$ cat src/hdl/rau_pkg.sv
// ----------------------------------------------------------------------------
// rau_pkg
// Shared types and constants for the rational accumulator unit.
// ----------------------------------------------------------------------------
package rau_pkg;

  localparam int Width = 32;
  localparam int WideW = 2 * Width + 1;
  localparam int MagW  = 2 * Width;
  localparam int CntW  = $clog2(MagW + 1);

  typedef enum logic [1:0] {
    ACT_LOAD = 2'd0,
    ACT_ADD  = 2'd1,
    ACT_MUL  = 2'd2,
    ACT_DIV  = 2'd3
  } action_t;

  typedef enum logic [1:0] {
    ST_OK    = 2'd0,
    ST_DIVZ  = 2'd1,
    ST_OVFL  = 2'd2
  } status_t;

  typedef enum logic [3:0] {
    S_IDLE,
    S_MUL1,
    S_MUL2,
    S_PREP,
    S_GCD,
    S_DIVN,
    S_DIVD,
    S_CHECK,
    S_OUT
  } state_t;

  typedef struct packed {
    logic load_in;
    logic mul1;
    logic mul2;
    logic prep;
    logic gcd_step;
    logic divn_start;
    logic divd_start;
    logic div_step;
    logic check;
  } cmd_t;

  typedef struct packed {
    logic zero_err;
    logic gcd_done;
    logic div_done;
    logic num_zero;
  } sts_t;

endpackage

$ cat src/hdl/rau_ctrl.sv
// ----------------------------------------------------------------------------
// rau_ctrl
// Sequencer for multiply, GCD, divide, range check and result hand-off.
// ----------------------------------------------------------------------------
module rau_ctrl (
  input  logic           clk,
  input  logic           rst,
  input  logic           in_valid,
  output logic           in_ready,
  output logic           out_valid,
  input  logic           out_ready,
  output rau_pkg::cmd_t  cmd,
  input  rau_pkg::sts_t  sts
);

  rau_pkg::state_t state, state_next;
  logic            second, second_next;

  always_ff @(posedge clk) begin
    if (rst) begin
      state  <= rau_pkg::S_IDLE;
      second <= 1'b0;
    end else begin
      state  <= state_next;
      second <= second_next;
    end
  end

  always_comb begin
    state_next  = state;
    second_next = second;
    cmd         = '0;
    in_ready    = 1'b0;
    out_valid   = 1'b0;
    unique case (state)
      rau_pkg::S_IDLE: begin
        in_ready = 1'b1;
        if (in_valid) begin
          cmd.load_in = 1'b1;
          state_next  = rau_pkg::S_MUL1;
        end
      end
      rau_pkg::S_MUL1: begin
        if (sts.zero_err) begin
          state_next = rau_pkg::S_OUT;
        end else begin
          cmd.mul1   = 1'b1;
          state_next = rau_pkg::S_MUL2;
        end
      end
      rau_pkg::S_MUL2: begin
        cmd.mul2   = 1'b1;
        state_next = rau_pkg::S_PREP;
      end
      rau_pkg::S_PREP: begin
        cmd.prep   = 1'b1;
        state_next = rau_pkg::S_GCD;
      end
      rau_pkg::S_GCD: begin
        if (sts.num_zero) begin
          state_next = rau_pkg::S_CHECK;
        end else if (sts.gcd_done) begin
          cmd.divn_start = 1'b1;
          second_next    = 1'b0;
          state_next     = rau_pkg::S_DIVN;
        end else begin
          cmd.gcd_step = 1'b1;
        end
      end
      rau_pkg::S_DIVN: begin
        if (sts.div_done) begin
          if (!second) begin
            cmd.divd_start = 1'b1;
            second_next    = 1'b1;
          end else begin
            state_next = rau_pkg::S_DIVD;
          end
        end else begin
          cmd.div_step = 1'b1;
        end
      end
      rau_pkg::S_DIVD: begin
        state_next = rau_pkg::S_CHECK;
      end
      rau_pkg::S_CHECK: begin
        cmd.check  = 1'b1;
        state_next = rau_pkg::S_OUT;
      end
      rau_pkg::S_OUT: begin
        out_valid = 1'b1;
        if (out_ready) state_next = rau_pkg::S_IDLE;
      end
      default: state_next = rau_pkg::S_IDLE;
    endcase
  end

endmodule
$ cat config.mk
export PLATFORM = sky130hd
export DESIGN_NAME = rau_ctrl
export DESIGN_NICKNAME = d
export VERILOG_FILES = /design/src/hdl/rau_pkg.sv /design/src/hdl/rau_ctrl.sv
export SDC_FILE = /design/constraint.sdc
export NUM_CORES = 1
export LEC_CHECK = 0
export BUFFER_PORTS_ARGS = -buffer_cell sky130_fd_sc_hd__buf_2
export CORE_AREA = 4 4 41 43
export DETAILED_ROUTE_END_ITERATION = 6
export DIE_AREA = 0 0 45 47
export HOLD_SLACK_MARGIN = 0.15
export PLACE_DENSITY_LB_ADDON = 0.25
export SLEW_MARGIN = 10
export SYNTH_ARGS = -nofsm -noshare
export SYNTH_HDL_FRONTEND = slang
export SYNTH_SLANG_ARGS = --single-unit
$ cat constraint.sdc
create_clock -name clk -period 1.36 [get_ports clk]
set_input_delay 0.204 -clock clk [delete_from_list [all_inputs] [get_ports clk]]
set_output_delay 0.204 -clock clk [all_outputs]
set_load 0.02 [all_outputs]
==> impl_metrics.toml, run 1 <==
[cells_and_area]
antenna_cells = 0
fin_util_pct = 49.5
syn2layout_area_growth_pct = 66.1
multi_input_area_sq_um = 278
drive_above_1_share_pct = 65.3
fill_cells = 129
fin_area_sq_um = 644
fin_nets = 81
seq_area_sq_um = 113

[die]
fp-row-count = 13
die-area_sq_um = 2120
die_y_um = 47
core_sq_um = 1300
initial_utilization_pct = 29.8
io_pins = 19
fp.dieW_um = 45

[timing]
period_minus_slack_ns = 1.49
slew_viol_final = 0
max_slew.worst_pin.slew_ns = 0.229
fin_skew_ns = 0.00235
setup_slack_ns = -0.128
setup_violations = 9
timing.final.crit_share_pct = 109
fin_hold_ws_ns = 0.202
hold_viol_final = 0
rsz0062_at_grt = "yes"
slew_headroom_pct = 84.5
max_freq_mhz = 672

[global_routing]
overflow = 0
grt_pass1_vias = 412
antenna_found_initial = 0
grt_pass1_wl_um = 1680
grt_max_degree = 11
grt_use_total_pct = 11.5

[synthesis]
ys_seq_area_share_pct = 25.8
synth_nets = 53
yosys_warnings = 0
postSynthCellCount = 45
syn_area_sq_um = 388
synth_cell_types = 26
synth_largest_area_cell = "dfxtp_1"
yosysTopAreaCellShare_pct = 25.8
syn_avg_cell_area_sq_um = 8.62
synth_area_leaders = "dfxtp_1 (26%), buf_4 (5.8%), nor4_4 (5.5%)"
synth_seq_cells = 5

[worst_setup_path]
critPathKind = "reg -> out"
path_max_fanout = 7
arrival_ns = 1.28
rr_worst_depth = 5
required_ns = 1.16
cp-start-kind = "flop"
cp-end-kind = "output port"

[place]
globalplace.congestion = 0.740
dp_hpwl_um = 741
preCtsSetupSlack_ns = 0.0934
dpl_cell_area_sq_um = 518
port_buffers = 18

[detailed_routing]
drt-pass1-iter-count = 2
ant_nets = 0
drcViolationCount = 0
wl_per_cell_um = 12.5
vias = 446
via_per_inst = 5.13
initialDrtViolationCount = 2
wirelength_um = 1090

[power_and_ir_drop]
p_leak_nw = 0.286
powerDensity_nw_per_um2 = 791
worst_ir_drop_vdd_uv = 430
power_mw = 0.510

[clocking]
cts_tree = "built"
cts_buffer_depth = 2
htree_levels = 1
cts.sinks = 5
clk_latency_ns = 0.25
path_clk_slew_ns = 0.05
cts_buffers = 3
cts_root_buf = "clkbuf_4"

[flow_run]
max-cap-violations = 0

[outcome]
violations = "negative setup slack"
outcome = "finished, violations left"

[hold_path]
hold_path.class = "in -> reg"
min_delay_path_depth = 2
==> final cells by class <==
type | instances | share of cell area, %
Sequential cell | 5 | 17.5
Inverter | 1 | 0.583
Clock buffer | 4 | 4.08
Tap cell | 15 | 2.91
Timing Repair Buffer | 27 | 31.8
Multi-Input combinational cell | 35 | 43.1
==> state kept, by name (all words and copies together) (netlist names) <==
signal  cells
state       4
second      1
==> critical path: stages, from the launching register on <==
cell	delay (ns)
dfxtp_2	0.34
buf_12	0.14
nor4_4	0.28
and2_4	0.18
buf_6	0.11
==> what timing repair did <==
action / 4_1_cts / 5_1_grt
setup endpoints to repair: 11 / 10
gates resized for setup: 18 / 8
endpoints found under the hold margin: 0 / 0
pin swaps: 5 / 2
hold buffers: 0 / 0
setup buffers: 1 / 4
==> final timing paths <==
kind / startpoint / end / slack, ns
worst max register to register: state[1]$_SDFFE_PP0P_ / state[0]$_SDFFE_PP0P_ / 0.24
worst max-delay path: state[0]$_SDFFE_PP0P_ / cmd[8] / -0.13
worst min register to register: state[3]$_SDFFE_PP0P_ / state[2]$_SDFFE_PP0P_ / 0.48
worst min-delay path: rst / state[2]$_SDFFE_PP0P_ / 0.20
==> cell usage after synthesis <==
master	instances
dfxtp_1	5
nor2_1	5
nand2_1	4
buf_4	3
nor3_1	3
a21oi_1	2
and3_1	2
nand2b_1	2
o22ai_1	2
and2_1	1
and3b_1	1
and4bb_4	1
buf_6	1
inv_2	1
mux2i_1	1
nand2_2	1
nor2b_1	1
nor3_2	1
nor3b_2	1
nor4_1	1
nor4_4	1
nor4b_1	1
nor4b_2	1
o311ai_1	1
o41ai_1	1
xor2_1	1
==> layer usage <==
layer	vias up	routed length, um	track usage, %
met4	0	41	10.5
met5	-	0	0
met2	15	543	17.5
li1	215	-	-
met1	211	457	13.2
met3	5	45	2.68
==> cell usage in the layout, fill, tap and decap left out, types with 2 or more instances in the layout <==
cell type,n
buf_2,10
a21oi_1,2
o22ai_1,2
dfxtp_4,3
nand2b_1,2
nor3_1,2
nand2_1,3
clkbuf_4,3
nor2_1,5
nand2_2,2
buf_6,4
buf_4,12
nor3_2,2
nor4b_2,2
==> report_power, final <==
part	switching, mW	internal (mW)
Sequential	0.0144	0.153
Clock	0.0674	0.111
Combinational	0.0780	0.0856
==> kinds of logic (layout without fill, tap and decap cells) <==
| logic type | count (synthesis) | after routing | share of synthesized area [%] |
|---|---|---|---|
| simple gates | 27 | 27 | 49.4 |
| xor+xnor | 1 | 1 | 2.26 |
| flops | 5 | 5 | 25.8 |
| mux | 1 | 1 | 2.58 |
| buf+inv | 5 | 32 | 9.68 |
| compound gates | 6 | 6 | 10.3 |
==> metrics by stage <==
step | cells | TNS, ns
after floorplan | 45 | 0
after global placement | 78 | 0
after detailed placement | 78 | 0
after CTS | 83 | -0.384
after global routing | 87 | -1.08
final | 87 | -0.502
Power figures use the tool's default switching activity.
==> run 2, diff against run 1 <==
- REMOVE_ABC_BUFFERS: not set -> 1
==> run 2 against run 1 <==
  * The run still ends with negative setup slack left
  * Global-route usage fell by 0.57 points
  * Cell area rose by 5.8%
  * Utilization rose by 2.9 points
  * Routed wire length fell by 0.37%
  * Via count rose by 0.22%
  * Worst hold slack improved by 0.016 ns
==> impl_metrics.toml, run 2 (synthesized netlist as in run 1, its figures left out) <==
[die]
fp-row-count = 13
initial_utilization_pct = 29.8
die-area_sq_um = 2120
die_y_um = 47
core_sq_um = 1300
fp.dieW_um = 45
io_pins = 19

[global_routing]
grt_busiest_layer = "met2"
use_met2_pct = 18.4
overflow = 0
grt_use_total_pct = 10.9
grtUsageMet3_pct = 4.60
antenna_found_initial = 0
grt_pass1_wl_um = 1710
grt_max_degree = 10
grt_pass1_vias = 401
grt_use_met1_pct = 13.8

[timing]
max_slew.worst_pin.slew_ns = 0.280
slew_viol_final = 0
hold_viol_final = 0
max_freq_mhz = 690
fin_skew_ns = 0.00312
rsz0062_at_grt = "yes"
slew_headroom_pct = 81.0
period_minus_slack_ns = 1.45
timing.final.crit_share_pct = 107
setup_slack_ns = -0.0897
setup_violations = 9

[cells_and_area]
final_common_cell = "buf_4"
fin_area_sq_um = 682
reg_top3 = "state (4), second (1)"
largest_register = "state"
fin_nets = 83
syn2layout_area_growth_pct = 75.8
antenna_cells = 0
largest_reg_flops = 4
drive_above_1_share_pct = 70.3
layout_common_cells = "buf_4 (17), buf_2 (9), nor2_1 (4), dfxtp_4 (4)"

[clocking]
cts_root_buf = "clkbuf_4"
cts_buffer_depth = 2
cts_buffers = 3
path_clk_slew_ns = 0.05
htree_levels = 1
cts_tree = "built"
clk_latency_ns = 0.24
cts.sinks = 5

[flow_run]
max-cap-violations = 0

[place]
dp_hpwl_um = 773
port_buffers = 18
dpl_cell_area_sq_um = 505
preCtsSetupSlack_ns = 0.0356
globalplace.congestion = 0.831

[worst_setup_path]
path_max_fanout = 6
cp-end-kind = "output port"
rr_worst_depth = 5
arrival_ns = 1.25
r2r_setup_slack_ns = 0.16
r2r_end = "state[3]$_SDFFE_PP0P_"
critPathKind = "reg -> out"
required_ns = 1.16
regToRegStartpoint = "state[2]$_SDFFE_PP0P_"
cp-start-kind = "flop"

[hold_path]
min_delay_path_depth = 2
hold_path.class = "in -> reg"
hold_start = "rst"
hold_end = "state[2]$_SDFFE_PP0P_"

[detailed_routing]
drcViolationCount = 0
wirelength_um = 1080
ant_nets = 0
via_per_inst = 5.02
initialDrtViolationCount = 3
wl_per_cell_um = 12.2
drt-pass1-iter-count = 4
vias = 447

[power_and_ir_drop]
worst_ir_drop_vdd_uv = 675
powerDensity_nw_per_um2 = 740
p_leak_nw = 0.306

[outcome]
outcome = "finished, violations left"
violations = "negative setup slack"
## run 2: how the worst max path moves through the flow
stage | from | endpoint | slack [ns]
floorplan | state[1]$_SDFFE_PP0P_ | cmd[6] | -0.11
detailed placement | state[0]$_SDFFE_PP0P_ | cmd[2] | 0.04
global placement | state[0]$_SDFFE_PP0P_ | cmd[2] | 0.06
finish | state[3]$_SDFFE_PP0P_ | cmd[8] | -0.09
CTS | state[3]$_SDFFE_PP0P_ | cmd[8] | -0.10
global route | state[3]$_SDFFE_PP0P_ | cmd[8] | -0.14
## run 2: what timing repair did
| item | CTS | global route |
|---|---|---|
| endpoints found under the setup margin | 11 | 12 |
| buffers inserted | 6 | 1 |
| hold buffers | 0 | 0 |
| gates cloned | 0 | 0 |
| endpoints found under the hold margin | 0 | 0 |
| resized for setup | 21 | 8 |
| pin swaps | 3 | 3 |
## run 2: final cells by class
type | instances | area [sq um]
fillers | 130 | 619
multi-input cells | 35 | 303
flip-flops and latches | 5 | 115
repair buffers | 29 | 215
inverters | 1 | 3.75
well taps | 15 | 18.8
clock buffers | 4 | 26.3
## run 2: metrics by stage
stage | instances | total power [mW] | hold slack (ns) | TNS, ns | utilization [%]
after floorplan | 41 | 0.245 | 0.274 | -0.246 | -
after global placement | 78 | 0.299 | 0.468 | 0 | 38.8
after detailed placement | 78 | 0.299 | 0.465 | 0 | 38.8
after CTS | 88 | 0.502 | 0.200 | -0.464 | 49.7
after global routing | 89 | 0.533 | 0.233 | -0.866 | 52.4
final | 89 | 0.504 | 0.218 | -0.385 | 52.4
## run 2: where the power goes
group,total [mW],internal [mW],leakage [nW],switching (mW)
clock,0.174,0.111,0.0150,0.0627
combinational,0.158,0.0820,0.247,0.0758
sequential,0.173,0.153,0.0436,0.0198
## run 2: metal layers
metal | share of wire (%) | wire length (um)
met1 | 44 | 478
met3 | 7.9 | 86
met2 | 48 | 519
met5 | 0 | 0
met4 | 0 | 0
## run 2: worst max-delay path, cell delays in order, from the launching register on
cell     delay, ns
dfxtp_4       0.36
buf_6         0.12
nor4_4        0.24
and2_4        0.18
buf_6         0.11
